<file path="config.mk">
export PLATFORM = sky130hd
export DESIGN_NAME = vrp_numer
export DESIGN_NICKNAME = d
export VERILOG_FILES = /design/src/rtl/vrp_pkg.sv /design/src/rtl/vrp_numer.sv
export SDC_FILE = /design/constraint.sdc
export NUM_CORES = 2
export LEC_CHECK = 0
export ABC_CLOCK_PERIOD_IN_PS = 8800
export BUFFER_PORTS_ARGS = -buffer_cell sky130_fd_sc_hd__buf_2
export CAP_MARGIN = 30
export CORE_ASPECT_RATIO = 0.75
export CORE_MARGIN = 5
export CORE_UTILIZATION = 55
export DETAILED_ROUTE_END_ITERATION = 6
export GPL_TIMING_DRIVEN = 0
export PLACE_DENSITY = 0.74
export SLEW_MARGIN = 20
export SYNTH_ARGS = -nofsm -noshare
export SYNTH_HDL_FRONTEND = slang
export SYNTH_SLANG_ARGS = --single-unit
</file>
<file path="constraint.sdc">
create_clock -name clock -period 8.8 [get_ports clock]
set_clock_uncertainty 0.05 [all_clocks]
set_input_delay 0.44 -clock clock [delete_from_list [all_inputs] [get_ports clock]]
set_output_delay 0.44 -clock clock [all_outputs]
set_load 0.02 [all_outputs]
</file>
<file path="src/rtl/vrp_pkg.sv">
// Types and constants shared by the vertex rotate and project pipeline.
package vrp_pkg;

   localparam int COORD_BITS          = 16;
   localparam int COEF_BITS           = 16;
   localparam int COEF_FRAC_BITS      = 14;
   localparam int MATRIX_DIM          = 3;
   localparam int ROW_BITS            = MATRIX_DIM * COEF_BITS;
   localparam int FOCAL               = 5000;
   localparam int CENTER_X            = 640;
   localparam int BASE_Y              = 720;

   localparam int PROD_BITS           = COORD_BITS + COEF_BITS;
   localparam int OFFSET_SCALED_BITS  = COORD_BITS + COEF_FRAC_BITS;
   localparam int ACC_BITS            = ((PROD_BITS + 2 > OFFSET_SCALED_BITS) ?
                                         PROD_BITS + 2 : OFFSET_SCALED_BITS) + 2;
   localparam int NUM_BITS            = ACC_BITS + 15;
   localparam int QUOT_BITS           = COORD_BITS + 1;
   localparam int DIV_BITS            = ACC_BITS + QUOT_BITS;
   localparam int SAT_BITS            = QUOT_BITS + 1;

   localparam logic signed [ACC_BITS-1:0] FOCAL_SCALED =
      ACC_BITS'(FOCAL) <<< COEF_FRAC_BITS;

   localparam logic signed [COORD_BITS-1:0] COORD_MAX = {1'b0, {(COORD_BITS-1){1'b1}}};
   localparam logic signed [COORD_BITS-1:0] COORD_MIN = {1'b1, {(COORD_BITS-1){1'b0}}};

   localparam logic [ROW_BITS-1:0] ROW0_RESET =
      ROW_BITS'(1) << (2 * COEF_BITS + COEF_FRAC_BITS);
   localparam logic [ROW_BITS-1:0] ROW1_RESET =
      ROW_BITS'(1) << (COEF_BITS + COEF_FRAC_BITS);
   localparam logic [ROW_BITS-1:0] ROW2_RESET =
      ROW_BITS'(1) << COEF_FRAC_BITS;

   localparam int CSR_INDEX_BITS = 3;
   localparam logic [CSR_INDEX_BITS-1:0] CSR_MATRIX_ROW0 = CSR_INDEX_BITS'(0);
   localparam logic [CSR_INDEX_BITS-1:0] CSR_MATRIX_ROW1 = CSR_INDEX_BITS'(1);
   localparam logic [CSR_INDEX_BITS-1:0] CSR_MATRIX_ROW2 = CSR_INDEX_BITS'(2);
   localparam logic [CSR_INDEX_BITS-1:0] CSR_OFFSET_X    = CSR_INDEX_BITS'(3);
   localparam logic [CSR_INDEX_BITS-1:0] CSR_OFFSET_Y    = CSR_INDEX_BITS'(4);
   localparam logic [CSR_INDEX_BITS-1:0] CSR_OFFSET_Z    = CSR_INDEX_BITS'(5);

   typedef struct packed {
      logic signed [COORD_BITS-1:0] vertex_x;
      logic signed [COORD_BITS-1:0] vertex_y;
      logic signed [COORD_BITS-1:0] vertex_z;
   } req_type;

   typedef struct packed {
      logic signed [COORD_BITS-1:0] screen_x;
      logic signed [COORD_BITS-1:0] screen_y;
      logic                         behind_camera;
   } rsp_type;

   typedef struct packed {
      logic        [ROW_BITS-1:0]   matrix_row0;
      logic        [ROW_BITS-1:0]   matrix_row1;
      logic        [ROW_BITS-1:0]   matrix_row2;
      logic signed [COORD_BITS-1:0] offset_x;
      logic signed [COORD_BITS-1:0] offset_y;
      logic signed [COORD_BITS-1:0] offset_z;
   } csr_type;

   typedef struct packed {
      logic signed [ACC_BITS-1:0] xr;
      logic signed [ACC_BITS-1:0] yr;
      logic signed [ACC_BITS-1:0] depth;
   } xform_type;

   typedef struct packed {
      logic [NUM_BITS-1:0] mag_x;
      logic [NUM_BITS-1:0] mag_y;
      logic [ACC_BITS-1:0] depth;
      logic                neg_x;
      logic                neg_y;
      logic                ovf_x;
      logic                ovf_y;
      logic                behind;
   } num_type;

   typedef struct packed {
      logic [DIV_BITS-1:0]  rem_x;
      logic [DIV_BITS-1:0]  rem_y;
      logic [QUOT_BITS-1:0] quot_x;
      logic [QUOT_BITS-1:0] quot_y;
      logic [ACC_BITS-1:0]  depth;
      logic                 neg_x;
      logic                 neg_y;
      logic                 ovf_x;
      logic                 ovf_y;
      logic                 behind;
   } div_type;

endpackage

</file>
<file path="src/rtl/vrp_numer.sv">
// Projection numerators, magnitudes and quotient range check, three stages.
module vrp_numer (
   input  logic                clock,
   input  logic                reset,
   input  logic                in_valid,
   output logic                in_ready,
   input  vrp_pkg::xform_type  in_data,
   output logic                out_valid,
   input  logic                out_ready,
   output vrp_pkg::num_type    out_data
);

   typedef struct packed {
      logic signed [vrp_pkg::NUM_BITS-1:0] nx;
      logic signed [vrp_pkg::NUM_BITS-1:0] ny;
      logic        [vrp_pkg::ACC_BITS-1:0] depth;
      logic                                behind;
   } prod_stage_type;

   prod_stage_type   c_ff, c_in;
   vrp_pkg::num_type d_ff, d_in, e_ff, e_in;
   logic             valid_c_ff, valid_d_ff, valid_e_ff;
   logic             ready_c, ready_d, ready_e;

   assign ready_e   = !valid_e_ff || out_ready;
   assign ready_d   = !valid_d_ff || ready_e;
   assign ready_c   = !valid_c_ff || ready_d;
   assign in_ready  = ready_c;
   assign out_valid = valid_e_ff;
   assign out_data  = e_ff;

   always_comb begin
      c_in.nx = vrp_pkg::NUM_BITS'(in_data.depth) * vrp_pkg::NUM_BITS'(vrp_pkg::CENTER_X)
              + vrp_pkg::NUM_BITS'(in_data.xr) * vrp_pkg::NUM_BITS'(vrp_pkg::FOCAL);
      c_in.ny = vrp_pkg::NUM_BITS'(in_data.depth) * vrp_pkg::NUM_BITS'(vrp_pkg::BASE_Y)
              - vrp_pkg::NUM_BITS'(in_data.yr) * vrp_pkg::NUM_BITS'(vrp_pkg::FOCAL);
      c_in.depth  = in_data.depth;
      c_in.behind = (in_data.depth <= 0);
   end

   always_comb begin
      d_in        = '0;
      d_in.neg_x  = c_ff.nx[vrp_pkg::NUM_BITS-1];
      d_in.neg_y  = c_ff.ny[vrp_pkg::NUM_BITS-1];
      d_in.mag_x  = d_in.neg_x ? vrp_pkg::NUM_BITS'(-c_ff.nx) : c_ff.nx;
      d_in.mag_y  = d_in.neg_y ? vrp_pkg::NUM_BITS'(-c_ff.ny) : c_ff.ny;
      d_in.depth  = c_ff.depth;
      d_in.behind = c_ff.behind;
   end

   always_comb begin
      e_in       = d_ff;
      e_in.ovf_x = vrp_pkg::DIV_BITS'(d_ff.mag_x)
                   >= (vrp_pkg::DIV_BITS'(d_ff.depth) << vrp_pkg::QUOT_BITS);
      e_in.ovf_y = vrp_pkg::DIV_BITS'(d_ff.mag_y)
                   >= (vrp_pkg::DIV_BITS'(d_ff.depth) << vrp_pkg::QUOT_BITS);
   end

   always_ff @(posedge clock) begin
      if (reset) begin
         valid_c_ff <= 1'b0;
         valid_d_ff <= 1'b0;
         valid_e_ff <= 1'b0;
      end else begin
         if (ready_c) valid_c_ff <= in_valid;
         if (ready_d) valid_d_ff <= valid_c_ff;
         if (ready_e) valid_e_ff <= valid_d_ff;
      end
      if (ready_c) c_ff <= c_in;
      if (ready_d) d_ff <= d_in;
      if (ready_e) e_ff <= e_in;
   end

endmodule

</file>
### Word-level counts from Yosys, hierarchy flattened

Index checks and enable logic that the tools add are counted.
W data, S select, Z words.

| operators by class | value |
|---|---|
| $mul | 4 |
| add/sub/neg operators | 4 |
| reduce and logical (&&, ||, !) cells | 6 |
| mux-type cells | 2 |
| order comparisons | 3 |

Operator list:

| operator | number |
|---|---|
| $ge A51 B53 Y1 | 2 |
| $neg A51 Y51 | 2 |
| $mux W50 | 2 |
| $mul A36 B11 Y47 const B | 2 |
| $add A47 B50 Y51 | 1 |
| $sub A47 B50 Y51 | 1 |
| $mul A36 B7 Y43 const B | 1 |
| $mul A36 B4 Y40 const B | 1 |
| $le A36 B1 Y1 const B | 1 |
| $logic_not A1 Y1 | 3 |
| $logic_or A1 B1 Y1 | 3 |

| word-level totals | value |
|---|---|
| word-level logic and storage cells | 42 |
| flip-flop bits (word level) | 426 |
| output and inout port bits | 145 |
| bits of input ports | 112 |

### Longest topological paths before layout

| logic depth | value |
|---|---|
| word-level depth | 4 |
| depth in mapped cells | 31 |

### Worst setup path after synthesis

Ideal clock, no wire load.

| timing | value |
|---|---|
| path kind | in2reg |
| from | input port in_data[76] in the netlist's numbering |
| to | register c_ff[131] in the netlist's numbering, data pin |
| setup slack | 1.733 ns |
| stages | 28 |
| required time | 8.490 ns |
| library setup time | 0.260 ns |
| buffers on the path | 1 |
| arrival time | 6.757 ns |
| cells stage by stage | ha_1 > ha_1 > inv_1 > fa_1 > inv_1 > fa_1 > inv_1 > fa_1 > inv_1 > ha_1 > or3_1 > o211ai_1 > nand2_1 > a31o_2 > a31oi_1 > xnor2_1 > ha_1 > clkbuf_1 > a21oi_1 > o221ai_1 > a221o_1 > a21o_1 > a31o_2 > a221oi_1 > o21ai_1 > a221o_1 > a21oi_1 > xnor2_1 |

RTL lines:

| element | line | text |
|---|---|---|
| start, declared | vrp_numer.sv:7 | `input vrp_pkg::xform_type in_data,` |
| end signal, assigned | vrp_numer.sv:69 | `if (ready_c) c_ff <= c_in;` |
| end, declared | vrp_numer.sv:20 | `prod_stage_type c_ff, c_in;` |

==> results.json <==
{
  "status": "finished with violations",
  "violations": "DRC",
  "async_reset_ff_share_pct": 0,
  "antenna_found_initial": 8,
  "yosysTopAreaCellShare_pct": 29.3,
  "syn_inst": 4014,
  "rsz0062_at_grt": "no",
  "netlist_area_um2": 41500,
  "worstPathArrival_ps": 7760,
  "hold_viol": 0,
  "final-seq-area_um2": 12200,
  "grt_pass1_vias": 29791,
  "critPathKind": "input port to flop",
  "yosysSeqAreaShare_pct": 29.4,
  "r2r_start": "c_ff[93]",
  "setup_viol": 0,
  "dp_cells": 5252,
  "crit_fanout": 7,
  "avgSynthCellArea_um2": 10.3,
  "cts_root_buffer": "clkbuf_16",
  "postCtsSetupRepairBufs": 0,
  "clkSlewWorstSetupHoldPaths_ps": 60,
  "vias": 30385,
  "drt_iter0_drc": 2580,
  "worstSetupStartpointType": "input port",
  "cts_buffer_depth": 3,
  "holdPathEnd": "valid_c_ff",
  "rrSetupSlack_ps": 4760,
  "portBuffers": 250,
  "start_util_pct": 55.4,
  "worstSetupStartpoint": "in_data[79]",
  "hp-start": "in_valid",
  "grt_pass1_wl_um": 161000,
  "yosys-top-cells-area": "edfxtp_1 (29%), ha_1 (22%), fa_1 (13%), inv_1 (6.2%), xnor2_1 (4.6%)",
  "multi_input_area_um2": 26400,
  "finalWorstSetupSlack_ps": 1320,
  "cts.sinks": 408,
  "h-tree-depth": 2,
  "min_period_ps": 7480,
  "wl_per_cell_um": 19.1,
  "endpoint_kind": "flop",
  "gp_congestion": 0.925,
  "ant_nets": 0,
  "fp.dieArea_um2": 81100,
  "grt_max_degree": 82,
  "finalCritPeriodShare_pct": 85.0,
  "rr_endpoint": "d_ff[140]",
  "worst_pin_slew_ps": 1020,
  "utilization_pct": 60.8,
  "synth_edf_count": 405,
  "routed_via_density": 5.70,
  "synth.most_common_cell": "ha_1",
  "n_fill_cell": 6119,
  "num-nets-final": 5436,
  "reg2reg_depth": 8,
  "syn2layout_area_growth_pct": 9.84,
  "finalWirelength_um": 102000,
  "drcViolationCount": 1,
  "synthFlopType": "edfxtp_1",
  "drtPass1Iterations": 7,
  "cp.required_ps": 9070,
  "coreArea_um2": 75000,
  "grt_overflow": 0,
  "cts_tree": "built",
  "holdPathStages": 3,
  "drv_slew": 0,
  "fin_cells": 5333,
  "synth.distinct_cells": 78,
  "dp_hpwl_um": 83300,
  "layout-drive-gt1-share_pct": 8.27,
  "max_freq_mhz": 134,
  "dp_slack_ps": 777,
  "maxCapViolCount": 0,
  "numCtsBuffers": 42,
  "tns_ps": 0,
  "slew_headroom_pct": 30.8,
  "clock_latency_ps": 600,
  "num_io_pins": 257,
  "ys_seq_elements": 408,
  "synth_largest_area_cell": "edfxtp_1",
  "synth_common_cells": "ha_1 (727), inv_1 (683), edfxtp_1 (405)",
  "rows": 87,
  "hp-class": "input port to flop",
  "die_w_um": 327,
  "grt_usage_pct": 24.9,
  "chipHeight_um": 248,
  "ys_warn_count": 0
}
[worst max path at each step]
stage	to	slack, ps	cells past startpoint
final	c_ff[131]	1320	28
after global routing	c_ff[131]	820	26
after CTS	c_ff[131]	1400	29
after detailed placement	c_ff[131]	780	29
after global placement	c_ff[131]	800	29
after floorplan	c_ff[131]	1730	28
[layout make-up]
| cell class | instances | area share (%) |
|---|---|---|
| multi-input combinational | 2844 | 57.9 |
| sequential | 408 | 26.8 |
| inverter | 685 | 5.67 |
| timing repair buffer | 255 | 3.01 |
| tap | 979 | 2.69 |
| clock buffer | 51 | 2.49 |
| buffer | 82 | 0.724 |
| clock inverter | 26 | 0.669 |
| antenna | 3 | 0.0165 |
[through the flow]
step	hold slack (ps)	cell area, um2
after CTS	30.6	45600
after global placement	350	44000
after floorplan	350	41500
after detailed placement	355	44100
after global routing	62.0	45600
final	55.1	45600
[cells by family after synthesis]
group                    Yosys count  synth area share (%)
adder cells (fa/ha/maj)         1006                  35.4
AO/OA/AOI/OAI                    877                  13.7
buffers and inverters            767                  6.99
AND/OR/NAND/NOR                  633                  7.70
flip-flops                       408                  29.4
XOR/XNOR                         319                  6.73
multiplexers                       3                0.0723
other                              1               0.00903
[routing by layer]
layer / part of all wire, % / track usage (%) / vias up
li1: - / - / 14675
met3: 9.5 / 5.90 / 113
met2: 41 / 36.6 / 1059
met5: 0.055 / 0 / -
met4: 1.6 / 4.13 / 10
met1: 48 / 38.2 / 14528
[critical path, stage by stage]
cell,delay (ps)
buf_2,160
ha_1,310
ha_1,300
fa_1,510
fa_1,550
inv_1,60
fa_1,540
inv_1,40
ha_1,370
a21oi_1,170
nand2_1,80
o21ai_0,380
o21a_1,330
o21ai_0,120
a21o_1,210
a21o_1,180
a21oi_1,160
xnor2_1,150
ha_1,330
and4_1,260
a221o_1,330
a21o_1,150
a31o_2,250
a221oi_1,470
o21ai_1,280
a221o_1,340
a21oi_1,170
xnor2_1,100
[registers in the layout, summed over array words and instances (netlist names)]
register	cells
out_valid	1
out_data	137
valid_c_ff	1
d_ff	135
c_ff	133
valid_d_ff	1
[cells in the final DEF, fill, tap and decap left out, drive strengths merged, types with 7 or more instances in the layout]
cell type  Yosys  final
inv          685    689
clkbuf        74    125
xor2          99     99
or4           19     19
a21boi        10     10
a211o         13     13
a31o           7      7
nand4         54     54
o221ai         7      7
o31ai         36     36
nand3         48     48
buf            8    262
xnor2        220    220
nor3          25     25
o41ai         17     17
nor2         120    120
o21ai        173    173
and3          22     22
a211oi        23     23
or3           17     17
o21bai        28     28
nand2b        25     25
a221oi         8      8
clkinv         0     15
o211ai        12     12
nor2b         46     46
nor4          21     21
a31oi         33     33
ha           727    727
a21oi        239    239
nand2        193    193
or2            9      9
fa           279    279
o21a          38     38
a21o         178    178
and2           9      9
edfxtp       405    405
[timing repair]
item	CTS	global route
hold buffers	1	0
gates resized for setup	0	0
endpoints found under the hold margin	3	0
Power is not shown: default switching activity piles up to over one toggle a cycle in this logic, so the estimate is an artifact.
